===== src/obc_pkg.sv =====
// Shared types and constants of the object box collision search block.
// Depends on nothing; every other file of the block but obc_checker uses it.
package obc_pkg;

  localparam int ID_W   = 8;
  localparam int KIND_W = 6;
  localparam int IDX_W  = 6;
  localparam int X_W    = 16;
  localparam int Y_W    = 8;
  localparam int BOX_W  = 8;

  typedef enum logic [1:0] {
    CMD_LOAD_SLOT = 2'd0,
    CMD_LOAD_SIZE = 2'd1,
    CMD_QUERY     = 2'd2,
    CMD_UNUSED    = 2'd3
  } cmd_t;

  typedef enum logic [4:0] {
    ST_IDLE   = 5'b00001,
    ST_WALK   = 5'b00010,
    ST_FLUSH1 = 5'b00100,
    ST_FLUSH2 = 5'b01000,
    ST_RESULT = 5'b10000
  } state_t;

  typedef struct packed {
    logic [ID_W-1:0]   id;
    logic [KIND_W-1:0] kind;
    logic [X_W-1:0]    x;
    logic [Y_W-1:0]    y;
  } slot_t;

  typedef struct packed {
    logic accept;
    logic start_query;
    logic issue;
    logic out_load;
  } ctl_t;

  typedef struct packed {
    logic last_slot;
    logic out_full;
  } sts_t;

endpackage


===== src/obc_if.sv =====
// Valid/ready channel interfaces for the input and result beats.
// Depends on obc_pkg for the field widths.
interface obc_in_if;
  logic                         valid;
  logic                         ready;
  logic [1:0]                   cmd;
  logic [obc_pkg::IDX_W-1:0]    index;
  logic [obc_pkg::ID_W-1:0]     object_id;
  logic [obc_pkg::KIND_W-1:0]   obj_kind;
  logic                         occupied;
  logic [obc_pkg::X_W-1:0]      pos_x;
  logic [obc_pkg::Y_W-1:0]      pos_y;
  logic [obc_pkg::BOX_W-1:0]    box_width;
  logic [obc_pkg::BOX_W-1:0]    box_height;

  modport source(output valid, cmd, index, object_id, obj_kind, occupied, pos_x, pos_y,
                 box_width, box_height, input ready);
  modport sink(input valid, cmd, index, object_id, obj_kind, occupied, pos_x, pos_y,
               box_width, box_height, output ready);
endinterface

interface obc_out_if;
  logic valid;
  logic ready;
  logic hit;

  modport source(output valid, hit, input ready);
  modport sink(input valid, hit, output ready);
endinterface


===== src/obc_ctrl.sv =====
// Controller state machine: accepts beats, sequences the slot walk and the result.
// Depends on obc_pkg for the state, command and status types.
module obc_ctrl (
  input  logic          clk,
  input  logic          rst_n,
  input  logic          in_valid,
  input  logic [1:0]    in_cmd,
  input  logic          out_ready,
  input  obc_pkg::sts_t sts,
  output logic          in_ready,
  output obc_pkg::ctl_t ctl
);

  obc_pkg::state_t state_r, state_nxt;

  always_comb begin
    in_ready         = (state_r == obc_pkg::ST_IDLE);
    ctl.accept       = in_valid && in_ready;
    ctl.start_query  = ctl.accept && (in_cmd == obc_pkg::CMD_QUERY);
    ctl.issue        = (state_r == obc_pkg::ST_WALK);
    ctl.out_load     = (state_r == obc_pkg::ST_RESULT) && (!sts.out_full || out_ready);
  end

  always_comb begin
    state_nxt = state_r;
    unique case (state_r)
      obc_pkg::ST_IDLE: begin
        if (ctl.start_query) begin
          state_nxt = obc_pkg::ST_WALK;
        end else if (ctl.accept) begin
          state_nxt = obc_pkg::ST_RESULT;
        end
      end
      obc_pkg::ST_WALK: begin
        if (sts.last_slot) begin
          state_nxt = obc_pkg::ST_FLUSH1;
        end
      end
      obc_pkg::ST_FLUSH1: begin
        state_nxt = obc_pkg::ST_FLUSH2;
      end
      obc_pkg::ST_FLUSH2: begin
        state_nxt = obc_pkg::ST_RESULT;
      end
      obc_pkg::ST_RESULT: begin
        if (ctl.out_load) begin
          state_nxt = obc_pkg::ST_IDLE;
        end
      end
      default: begin
        state_nxt = obc_pkg::ST_IDLE;
      end
    endcase
  end

  always_ff @(posedge clk) begin
    if (!rst_n) begin
      state_r <= obc_pkg::ST_IDLE;
    end else begin
      state_r <= state_nxt;
    end
  end

endmodule


===== src/obc_datapath.sv =====
// Datapath: slot and size memories, three-stage slot walk pipeline and result register.
// Depends on obc_pkg; driven by the command struct of obc_ctrl.
module obc_datapath #(
  parameter int ACTIVE_SLOTS = 16,
  parameter int TYPE_COUNT   = 64
) (
  input  logic                          clk,
  input  logic                          rst_n,
  input  obc_pkg::ctl_t                 ctl,
  input  logic [1:0]                    in_cmd,
  input  logic [obc_pkg::IDX_W-1:0]     in_index,
  input  logic [obc_pkg::ID_W-1:0]      in_object_id,
  input  logic [obc_pkg::KIND_W-1:0]    in_obj_kind,
  input  logic                          in_occupied,
  input  logic [obc_pkg::X_W-1:0]       in_pos_x,
  input  logic [obc_pkg::Y_W-1:0]       in_pos_y,
  input  logic [obc_pkg::BOX_W-1:0]     in_box_width,
  input  logic [obc_pkg::BOX_W-1:0]     in_box_height,
  input  logic                          out_ready,
  output obc_pkg::sts_t                 sts,
  output logic                          out_valid,
  output logic                          out_hit
);

  localparam int SLOT_AW    = (ACTIVE_SLOTS > 1) ? $clog2(ACTIVE_SLOTS) : 1;
  localparam int SIZE_DEPTH = (TYPE_COUNT < 64) ? TYPE_COUNT : 64;
  localparam int SIZE_AW    = $clog2(SIZE_DEPTH);
  localparam int BW         = obc_pkg::BOX_W;

  obc_pkg::slot_t          slot_mem [ACTIVE_SLOTS];
  logic [2*BW-1:0]         size_mem [SIZE_DEPTH];
  logic [ACTIVE_SLOTS-1:0] occ_r;

  logic                       slot_idx_ok, size_idx_ok;
  logic [obc_pkg::KIND_W-1:0] size_rkind;
  logic                       rkind_ok;

  logic [SLOT_AW-1:0]         ptr_r;
  logic [obc_pkg::ID_W-1:0]   q_id_r;
  logic [7:0]                 q_xhi_r, q_xlo_r;
  logic [obc_pkg::Y_W-1:0]    q_y_r;
  logic [BW-1:0]              q_w_r, q_h_r;
  logic                       qcap_r;

  obc_pkg::slot_t             slot_q_r;
  logic                       occ_a_r, a_vld_r;
  logic                       b_vld_r;
  logic [7:0]                 b_xlo_r;
  logic [obc_pkg::Y_W-1:0]    b_y_r;
  logic [2*BW-1:0]            size_q_r;
  logic                       kind_ok_r;

  logic [BW-1:0]              s_w, s_h;
  logic [7:0]                 e_q_x, e_q_y, e_s_x, e_s_y;
  logic                       pass;
  logic                       hit_acc_r;
  logic                       out_valid_r, out_hit_r;

  assign slot_idx_ok = ({1'b0, in_index} < 7'(ACTIVE_SLOTS));
  assign size_idx_ok = ({1'b0, in_index} < 7'(SIZE_DEPTH));
  assign size_rkind  = ctl.accept ? in_obj_kind : slot_q_r.kind;
  assign rkind_ok    = ({1'b0, size_rkind} < 7'(SIZE_DEPTH));

  always_ff @(posedge clk) begin
    if (ctl.accept && (in_cmd == obc_pkg::CMD_LOAD_SLOT) && slot_idx_ok) begin
      slot_mem[in_index[SLOT_AW-1:0]] <= '{id: in_object_id, kind: in_obj_kind,
                                           x: in_pos_x, y: in_pos_y};
    end
    slot_q_r <= slot_mem[ptr_r];
  end

  always_ff @(posedge clk) begin
    if (ctl.accept && (in_cmd == obc_pkg::CMD_LOAD_SIZE) && size_idx_ok) begin
      size_mem[in_index[SIZE_AW-1:0]] <= {in_box_width, in_box_height};
    end
    size_q_r  <= size_mem[size_rkind[SIZE_AW-1:0]];
    kind_ok_r <= rkind_ok;
  end

  always_ff @(posedge clk) begin
    if (!rst_n) begin
      occ_r <= '0;
    end else if (ctl.accept && (in_cmd == obc_pkg::CMD_LOAD_SLOT) && slot_idx_ok) begin
      occ_r[in_index[SLOT_AW-1:0]] <= in_occupied;
    end
  end

  always_ff @(posedge clk) begin
    if (ctl.accept) begin
      ptr_r   <= '0;
      q_id_r  <= in_object_id;
      q_xhi_r <= in_pos_x[15:8];
      q_xlo_r <= in_pos_x[7:0];
      q_y_r   <= in_pos_y;
    end else if (ctl.issue) begin
      ptr_r <= ptr_r + SLOT_AW'(1);
    end
    if (qcap_r) begin
      q_w_r <= kind_ok_r ? size_q_r[2*BW-1:BW] : '0;
      q_h_r <= kind_ok_r ? size_q_r[BW-1:0] : '0;
    end
    occ_a_r <= occ_r[ptr_r];
    b_xlo_r <= slot_q_r.x[7:0];
    b_y_r   <= slot_q_r.y;
  end

  always_comb begin
    s_w   = kind_ok_r ? size_q_r[2*BW-1:BW] : '0;
    s_h   = kind_ok_r ? size_q_r[BW-1:0] : '0;
    e_q_x = q_w_r + q_xlo_r;
    e_q_y = q_h_r + q_y_r;
    e_s_x = s_w + b_xlo_r;
    e_s_y = s_h + b_y_r;
    pass  = (e_q_x >= b_xlo_r) && (e_q_y >= b_y_r) && (e_s_x >= q_xlo_r) && (e_s_y >= q_y_r);
  end

  always_ff @(posedge clk) begin
    if (!rst_n) begin
      qcap_r      <= 1'b0;
      a_vld_r     <= 1'b0;
      b_vld_r     <= 1'b0;
      hit_acc_r   <= 1'b0;
      out_valid_r <= 1'b0;
    end else begin
      qcap_r  <= ctl.start_query;
      a_vld_r <= ctl.issue;
      b_vld_r <= a_vld_r && occ_a_r && (slot_q_r.id != q_id_r) &&
                 (slot_q_r.x[15:8] == q_xhi_r);
      if (ctl.accept) begin
        hit_acc_r <= 1'b0;
      end else if (b_vld_r && pass) begin
        hit_acc_r <= 1'b1;
      end
      if (ctl.out_load) begin
        out_valid_r <= 1'b1;
      end else if (out_ready) begin
        out_valid_r <= 1'b0;
      end
    end
  end

  always_ff @(posedge clk) begin
    if (ctl.out_load) begin
      out_hit_r <= hit_acc_r;
    end
  end

  assign sts.last_slot = (ptr_r == SLOT_AW'(ACTIVE_SLOTS - 1));
  assign sts.out_full  = out_valid_r;
  assign out_valid     = out_valid_r;
  assign out_hit       = out_hit_r;

endmodule


===== src/object_box_collision_search.sv =====
// Object box collision search top level: obc_ctrl and obc_datapath behind two channels.
// A load beat goes straight from acceptance to the result state; a query walks the slot memory
// one slot per cycle, then passes ST_FLUSH1 and ST_FLUSH2 before the result state.
// One beat is in work at a time; the next is accepted once the result register is loaded.
// Synchronous active-low reset marks every slot unoccupied; the size store is undefined
// until written.
module object_box_collision_search #(
  parameter int ACTIVE_SLOTS = 16,
  parameter int TYPE_COUNT   = 64
) (
  input  logic          clk,
  input  logic          rst_n,
  obc_in_if.sink        in_bus,
  obc_out_if.source     out_bus
);

  obc_pkg::ctl_t ctl;
  obc_pkg::sts_t sts;

  obc_ctrl u_ctrl (
    .clk       (clk),
    .rst_n     (rst_n),
    .in_valid  (in_bus.valid),
    .in_cmd    (in_bus.cmd),
    .out_ready (out_bus.ready),
    .sts       (sts),
    .in_ready  (in_bus.ready),
    .ctl       (ctl)
  );

  obc_datapath #(
    .ACTIVE_SLOTS (ACTIVE_SLOTS),
    .TYPE_COUNT   (TYPE_COUNT)
  ) u_datapath (
    .clk           (clk),
    .rst_n         (rst_n),
    .ctl           (ctl),
    .in_cmd        (in_bus.cmd),
    .in_index      (in_bus.index),
    .in_object_id  (in_bus.object_id),
    .in_obj_kind   (in_bus.obj_kind),
    .in_occupied   (in_bus.occupied),
    .in_pos_x      (in_bus.pos_x),
    .in_pos_y      (in_bus.pos_y),
    .in_box_width  (in_bus.box_width),
    .in_box_height (in_bus.box_height),
    .out_ready     (out_bus.ready),
    .sts           (sts),
    .out_valid     (out_bus.valid),
    .out_hit       (out_bus.hit)
  );

endmodule


===== src/flat_wrapper.sv =====
// flat-port wrapper written by rule: the top's interface ports become plain ports
module object_box_collision_search_flat 
#(
  parameter int ACTIVE_SLOTS = 16,
  parameter int TYPE_COUNT   = 64
)
  (clk, rst_n, in_bus_valid, in_bus_cmd, in_bus_index, in_bus_object_id, in_bus_obj_kind, in_bus_occupied, in_bus_pos_x, in_bus_pos_y, in_bus_box_width, in_bus_box_height, in_bus_ready, out_bus_valid, out_bus_hit, out_bus_ready);
  obc_in_if in_bus_i ();
  obc_out_if out_bus_i ();
  input  logic clk;
  input  logic rst_n;
  input wire logic [$bits(in_bus_i.valid)-1:0] in_bus_valid;
  input wire logic [$bits(in_bus_i.cmd)-1:0] in_bus_cmd;
  input wire logic [$bits(in_bus_i.index)-1:0] in_bus_index;
  input wire logic [$bits(in_bus_i.object_id)-1:0] in_bus_object_id;
  input wire logic [$bits(in_bus_i.obj_kind)-1:0] in_bus_obj_kind;
  input wire logic [$bits(in_bus_i.occupied)-1:0] in_bus_occupied;
  input wire logic [$bits(in_bus_i.pos_x)-1:0] in_bus_pos_x;
  input wire logic [$bits(in_bus_i.pos_y)-1:0] in_bus_pos_y;
  input wire logic [$bits(in_bus_i.box_width)-1:0] in_bus_box_width;
  input wire logic [$bits(in_bus_i.box_height)-1:0] in_bus_box_height;
  output wire logic [$bits(in_bus_i.ready)-1:0] in_bus_ready;
  output wire logic [$bits(out_bus_i.valid)-1:0] out_bus_valid;
  output wire logic [$bits(out_bus_i.hit)-1:0] out_bus_hit;
  input wire logic [$bits(out_bus_i.ready)-1:0] out_bus_ready;
  assign in_bus_i.valid = in_bus_valid;
  assign in_bus_i.cmd = in_bus_cmd;
  assign in_bus_i.index = in_bus_index;
  assign in_bus_i.object_id = in_bus_object_id;
  assign in_bus_i.obj_kind = in_bus_obj_kind;
  assign in_bus_i.occupied = in_bus_occupied;
  assign in_bus_i.pos_x = in_bus_pos_x;
  assign in_bus_i.pos_y = in_bus_pos_y;
  assign in_bus_i.box_width = in_bus_box_width;
  assign in_bus_i.box_height = in_bus_box_height;
  assign in_bus_ready = in_bus_i.ready;
  assign out_bus_valid = out_bus_i.valid;
  assign out_bus_hit = out_bus_i.hit;
  assign out_bus_i.ready = out_bus_ready;
  object_box_collision_search #(.ACTIVE_SLOTS(ACTIVE_SLOTS), .TYPE_COUNT(TYPE_COUNT)) u_core (.clk(clk), .rst_n(rst_n), .in_bus(in_bus_i), .out_bus(out_bus_i));
endmodule

===== config.mk =====
export PLATFORM = sky130hd
export DESIGN_NAME = object_box_collision_search_flat
export DESIGN_NICKNAME = d
export VERILOG_FILES = /design/src/obc_pkg.sv /design/src/obc_if.sv /design/src/obc_ctrl.sv /design/src/obc_datapath.sv /design/src/object_box_collision_search.sv /design/src/flat_wrapper.sv
export SDC_FILE = /design/constraint.sdc
export NUM_CORES = 2
export LEC_CHECK = 0
export ABC_AREA = 1
export BUFFER_PORTS_ARGS = -buffer_cell sky130_fd_sc_hd__buf_2
export CAP_MARGIN = 20
export CORE_MARGIN = 2
export CORE_UTILIZATION = 40
export DETAILED_ROUTE_END_ITERATION = 12
export GPL_ROUTABILITY_DRIVEN = 0
export PLACE_DENSITY = 0.54
export SETUP_SLACK_MARGIN = 0.15
export SYNTH_ARGS = -nofsm -noshare
export SYNTH_HDL_FRONTEND = slang
export SYNTH_HIERARCHICAL = 1
export SYNTH_SLANG_ARGS = --single-unit

===== constraint.sdc =====
create_clock -name clk -period 10.1 [get_ports clk]
set_input_delay 2.02 -clock clk [delete_from_list [all_inputs] [get_ports clk]]
set_output_delay 2.02 -clock clk [all_outputs]
set_load 0.03 [all_outputs]

* Yosys cells after proc, flatten, opt, wreduce, memory -nomap -nowiden
Memories as Yosys holds them, arrays and structs flattened. A register that Yosys moved wholly into a read port is not among the register bits.
Cells that the tools add are included.
** Operators by class
- Divide/modulo/power cells :: 0
- Reductions and logical operators :: 20
- Shifts and indexed selects :: 0
- Mux-type cells :: 17
- Eq/ne operators :: 13
- Bitwise gates (word level) :: 1
- Order comparisons :: 8
- $mul :: 0
- Add/sub/neg operators :: 5
** Operators by type and width (number)
- 8-bit adder :: 4
- 8-bit greater-or-equal comparator :: 4
- 5-bit one-hot mux with 5 select lines :: 1
- 5-bit 2-to-1 mux :: 4
- 16-bit bitwise mux :: 1
- 1-bit logical AND :: 14
- 4-bit by 5-bit < comparator with 1-bit output (second input constant) :: 2
- 8-bit equality test :: 1
- 1-bit 2-to-1 mux :: 8
- 8-bit inequality test :: 1
- 6-bit by 5-bit < comparator with 1-bit output (second input constant) :: 1
- 6-bit 2-to-1 mux :: 1
- 5-bit by 1-bit equality test with 1-bit output (second input constant) :: 1
- 5-bit by 2-bit equality test with 1-bit output (second input constant) :: 1
- 5-bit by 3-bit equality test with 1-bit output (second input constant) :: 1
- 5-bit by 4-bit equality test with 1-bit output (second input constant) :: 1
- 5-bit equality test (second input constant) :: 1
- 4-bit by 1-bit adder with 4-bit output (second input constant) :: 1
- 1-bit binary-select mux with 4-bit select :: 1
- 1-bit demux with 4-bit select :: 1
- 4-bit equality test (second input constant) :: 1
- 4-bit by 1-bit greater-or-equal comparator with 1-bit output (second input constant) :: 1
- 2-bit by 1-bit inequality test with 1-bit output (second input constant) :: 2
- 3-bit by 1-bit inequality test with 1-bit output (second input constant) :: 1
- other kinds (9) :: 9
** Storage, ports and cells
- Bits of input ports :: 67
- Memories :: 2
- Memory bits (writable) :: 1632
- Logic and storage cells :: 84
- Bits in registers :: 96
- ROM bits :: 0
- Output and inout port bits :: 3
- Latch bits :: 0
** Memories
- u_core.u_datapath.size_mem :: words 64, bits a word 16, rd ports 1, clocked after memory_dff 1, write ports 1, RTL line obc_datapath.sv:31 : logic [2*BW-1:0] size_mem [SIZE_DEPTH];
- u_core.u_datapath.slot_mem :: words 16, bits a word 38, rd ports 1, clocked after memory_dff 1, write ports 1, RTL line obc_datapath.sv:30 : obc_pkg::slot_t slot_mem [ACTIVE_SLOTS];

* Logic depth before layout (Yosys ltp)
- Depth after elaboration :: 6
- Gate-level depth with buffers :: 18
- Gate-level depth less buffers :: 18

* Hierarchy
The synthesis kept the hierarchy.
** By module, submodules not included
- obc_datapath :: sequential area each 52400.3 µm², area an instance 74735.4 µm², times used 1, cells an instance 6529
- obc_ctrl :: sequential area each 100.1 µm², area an instance 356.6 µm², times used 1, cells an instance 50

* Worst setup path after synthesis
Ideal clock, no wire load.
- Kind :: in2reg
- Start :: input in_bus_valid
- End :: memory u_core/u_datapath/slot_mem[0][0] (netlist bit), enable pin
- Data arrival time :: 5255 ps
- Required time :: 9665 ps
- Stages on the path :: 11
- Setup time :: 435 ps
- Setup slack :: 4410 ps
- Path buffers :: 2
- Path through :: inv_1 -> nor2_4 -> buf_6 -> inv_4 -> or2_1 -> nor2_1 -> nand2_1 -> nor2_1 -> inv_2 -> buf_6 -> nor2_1
** RTL lines
- from (decl) :: RTL line flat_wrapper.sv:12 : input wire logic [$bits(in_bus_i.valid)-1:0] in_bus_valid;
- to (decl) :: RTL line obc_datapath.sv:30

==> results.json <==
{
  "final.period_utilization_pct": 60.8,
  "timing.critical_path.from": "in_bus_valid",
  "result_of_the_run": "finished, violations left",
  "dp_worst_setup_slack_ns": 3.12,
  "slowest_delay_ns": 0.99,
  "reg2reg_depth": 15,
  "post_layout_utilization_of_the_core_pct": 45.0,
  "r2r_slack_ns": 4.61,
  "number_of_warnings_issued_by_yosys": 6,
  "htreeDepth": 4,
  "power.density_nw_per_um2": 235,
  "timing.final.setup_violations": 0,
  "post-synth-top-area-fraction_pct": 67.2,
  "grt_overflow": 0,
  "report.final.slew_viol_count": 30,
  "wirelength_mm": 214,
  "drc": 0,
  "grt_antenna_before_repair": 19,
  "ant_nets": 0,
  "netlist_instances": 6579,
  "cts_num_sinks": 1782,
  "post-cts-setup-buffer-count": 0,
  "worst_ep_required_time_ns": 10.79,
  "power.total_w": 0.0198,
  "final_hold_viol_count": 0,
  "grt_start_max_net_pins": 226,
  "cp.depth": 14,
  "die-area_um2": 191000,
  "final.min_clock_period_ns": 6.14,
  "floorplan_row_count": 159,
  "post-dp-hpwl_mm": 112,
  "cp_max_fo": 185,
  "minimum_setup_slack_in_the_final_design_ns": 3.96,
  "area_growth_pct": 12.1,
  "post_synthesis_cell_area_um2": 75100,
  "syn_avg_cell_area_um2": 11.4,
  "synth_top_cells_by_area": "edfxtp_1, nand3_1, nand2_1",
  "worst_ep_arrival_time_ns": 6.83,
  "synth_enable_flop_cells": 1681,
  "holdBufCountCts": 0,
  "synth.top_cells.by_count": "edfxtp_1, nand3_1, nand2_1, inv_1, nor2_1",
  "ys_seq_area_share_pct": 69.9,
  "drt_first_pass_iters": 6,
  "max_freq_mhz": 163,
  "synth_cell_types": 47,
  "initial_standard_cell_utilization_of_the_core_pct": 40.1,
  "via_per_inst": 5.22,
  "cellLeakagePower_nw": 32.2,
  "final_net_count": 6740,
  "ctsRootBufferMaster": "clkbuf_16",
  "endpoint_kind": "register",
  "cts_tree": "yes",
  "grt_use_total_pct": 22.1,
  "crit_type": "in2reg",
  "timing.hold.worst.class": "reg2reg",
  "clock_input_transition_at_the_sequential_cells_of_the_worst_setup_and_hold_paths_ns": 0.06,
  "quantity_of_gates_resized_following_cts": 0,
  "syn-num-nets": 6711,
  "synthArstFlopShare_pct": 0,
  "grt_pass1_wl_mm": 315,
  "fill_cells": 17100,
  "cp_num_buf_inv": 4,
  "avg_wl_per_cell_um": 23.1,
  "crit_path_frequent_cell": "nand3_1",
  "detailroute.via_count": 48400,
  "die-height_um": 437,
  "crit_family": "simple AND/OR/NAND/NOR gates",
  "startpoint_type": "primary input",
  "detail_route.iter0.violations": 4604,
  "max-cap-violations": 0,
  "fin_worst_skew_ns": 0.0416,
  "worstMarginPinSlew_ns": 1.54,
  "worst_r2r_startpoint": "u_core/u_ctrl/state_r[0]",
  "postSynth.topFlopCell": "edfxtp_1",
  "drive_gt1_share_pct": 7.58,
  "failed_checks": "slew limit",
  "flop_and_latch_count_out_of_synthesis": 1782,
  "port_buffers": 69,
  "ir_worst_vdd_mv": 0.198,
  "rsz0062_at_grt": "false",
  "crit_path_cell_trace": "buf_2 -> inv_1 -> nor2_4 -> buf_4 -> nand2_8 -> nand2_8 -> buf_12 -> nand2_1 -> nand3_1 -> nand3_1 -> nand3_1 -> nand3_1 -> nand3_1 -> nand2_1",
  "placed_cells": 8914,
  "number_of_global_route_vias_before_repair": 46500,
  "end_point_of_the_critical_path": "u_core/u_datapath/size_q_r[1]",
  "max-slew-margin-rel_pct": -2.98,
  "number_of_placed_i_o_pins": 70,
  "most_frequently_used_cell_type_in_the_post_synthesis_netlist": "edfxtp_1",
  "crit-reg2reg-capture": "u_core/u_datapath/size_q_r[1]",
  "clock_path_buffers": 3,
  "totalNegativeSetupSlack_ns": 0,
  "cts_inserted_buffers": 187,
  "clock_latency_ns": 0.83,
  "netlist.top_cell.by_area": "edfxtp_1",
  "core-area_um2": 187000,
  "die_w_um": 437,
  "instances_no_fill": 9265,
  "timing.critical_path.slowest_stage_cell": "nand2_8"
}
==> layout make-up <==
class	count	area, um2	share of cell area [%]
flip-flops and latches	1782	52500	62.4
clock inverters	90	837	0.995
clock buffers	259	5120	6.09
inverters	1021	3850	4.57
multi-input cells	3415	17300	20.5
diodes	2	5.00	0.00595
repair buffers	201	1460	1.74
well taps	2495	3120	3.71
==> worst reg2reg max path: stages, from the launching register on <==
cell and delay [ns]:
dfxtp_1 0.41, inv_2 0.08, nor2_4 0.10, nand3_2 0.13
nor2_4 0.10, buf_4 0.79, nand2_8 0.58, nand2_8 1.07
buf_12 0.69, nand2_1 0.34, nand3_1 0.16, nand3_1 0.16
nand3_1 0.14, nand3_1 0.10, nand3_1 0.42, nand2_1 0.11
==> layer usage <==
layer  up-vias  part of all wire, %  track usage, %
met2      1588                   48            36.5
met4         6                  3.6            8.04
met3       363                  5.9            3.08
li1      22500                    -               -
met1     23900                   43            29.8
met5         -                0.016               0
==> cell usage in the layout, fill, tap and decap left out, types with 64 or more instances in the layout <==
cell	n
o32ai_1	94
buf_2	69
nand3_1	1162
o21ai_0	180
nand3b_1	64
nor2_1	456
dfxtp_1	98
edfxtp_1	1681
clkbuf_16	189
nand2_1	1075
inv_1	1009
buf_4	122
==> cells by family after synthesis <==
group                      synth area share [%]
buffers and inverters                      7.40
xor gates and xnor gates                  0.373
and+or+nand+nor                            16.7
adders and majority gates                  1.12
AOI/OAI and AO/OA                          3.67
muxes                                     0.826
DFF                                        69.9
==> per-stage QoR <==
stage	cell area (um2)	hold WS (ns)
detailed placement	78200	0.314
floorplan	75100	0.310
global placement	78200	0.311
finish	84200	0.327
CTS	84200	0.327
global route	84200	0.334
==> flip-flops by register name, summed over array words and instances, names as in the netlist, 4 cells and up <==
register	flops
u_core/u_datapath/slot_q_r	38
u_core/u_datapath/b_y_r	8
u_core/u_datapath/b_xlo_r	8
u_core/u_datapath/q_id_r	8
u_core/u_datapath/q_h_r	8
u_core/u_datapath/q_xhi_r	8
u_core/u_datapath/q_y_r	8
u_core/u_datapath/ptr_r	4
u_core/u_datapath/q_w_r	8
u_core/u_ctrl/state_r	5
u_core/u_datapath/size_q_r	16
u_core/u_datapath/occ_r	16
u_core/u_datapath/slot_mem	608
u_core/u_datapath/size_mem	1024
u_core/u_datapath/q_xlo_r	8
==> power breakdown <==
part	internal (W)	switching, W	leakage [nW]
registers	0.00822	0.000172	16.0
clock network	0.00377	0.00292	2.89
logic	0.00129	0.00341	13.3
==> worst min path at each step <==
stage | depth (start not counted) | start | slack [ns] | end
after floorplan | 0 | u_core/u_datapath/slot_q_r[8] | 0.31 | u_core/u_datapath/b_xlo_r[0]
after global placement | 0 | u_core/u_datapath/slot_q_r[5] | 0.31 | u_core/u_datapath/b_y_r[5]
after detailed placement | 0 | u_core/u_datapath/slot_q_r[10] | 0.31 | u_core/u_datapath/b_xlo_r[2]
after CTS | 0 | u_core/u_datapath/slot_q_r[7] | 0.33 | u_core/u_datapath/b_y_r[7]
after global routing | 0 | u_core/u_datapath/slot_q_r[2] | 0.33 | u_core/u_datapath/b_y_r[2]
final | 0 | u_core/u_datapath/slot_q_r[0] | 0.33 | u_core/u_datapath/b_y_r[0]
(Power assumes the default switching activity.)
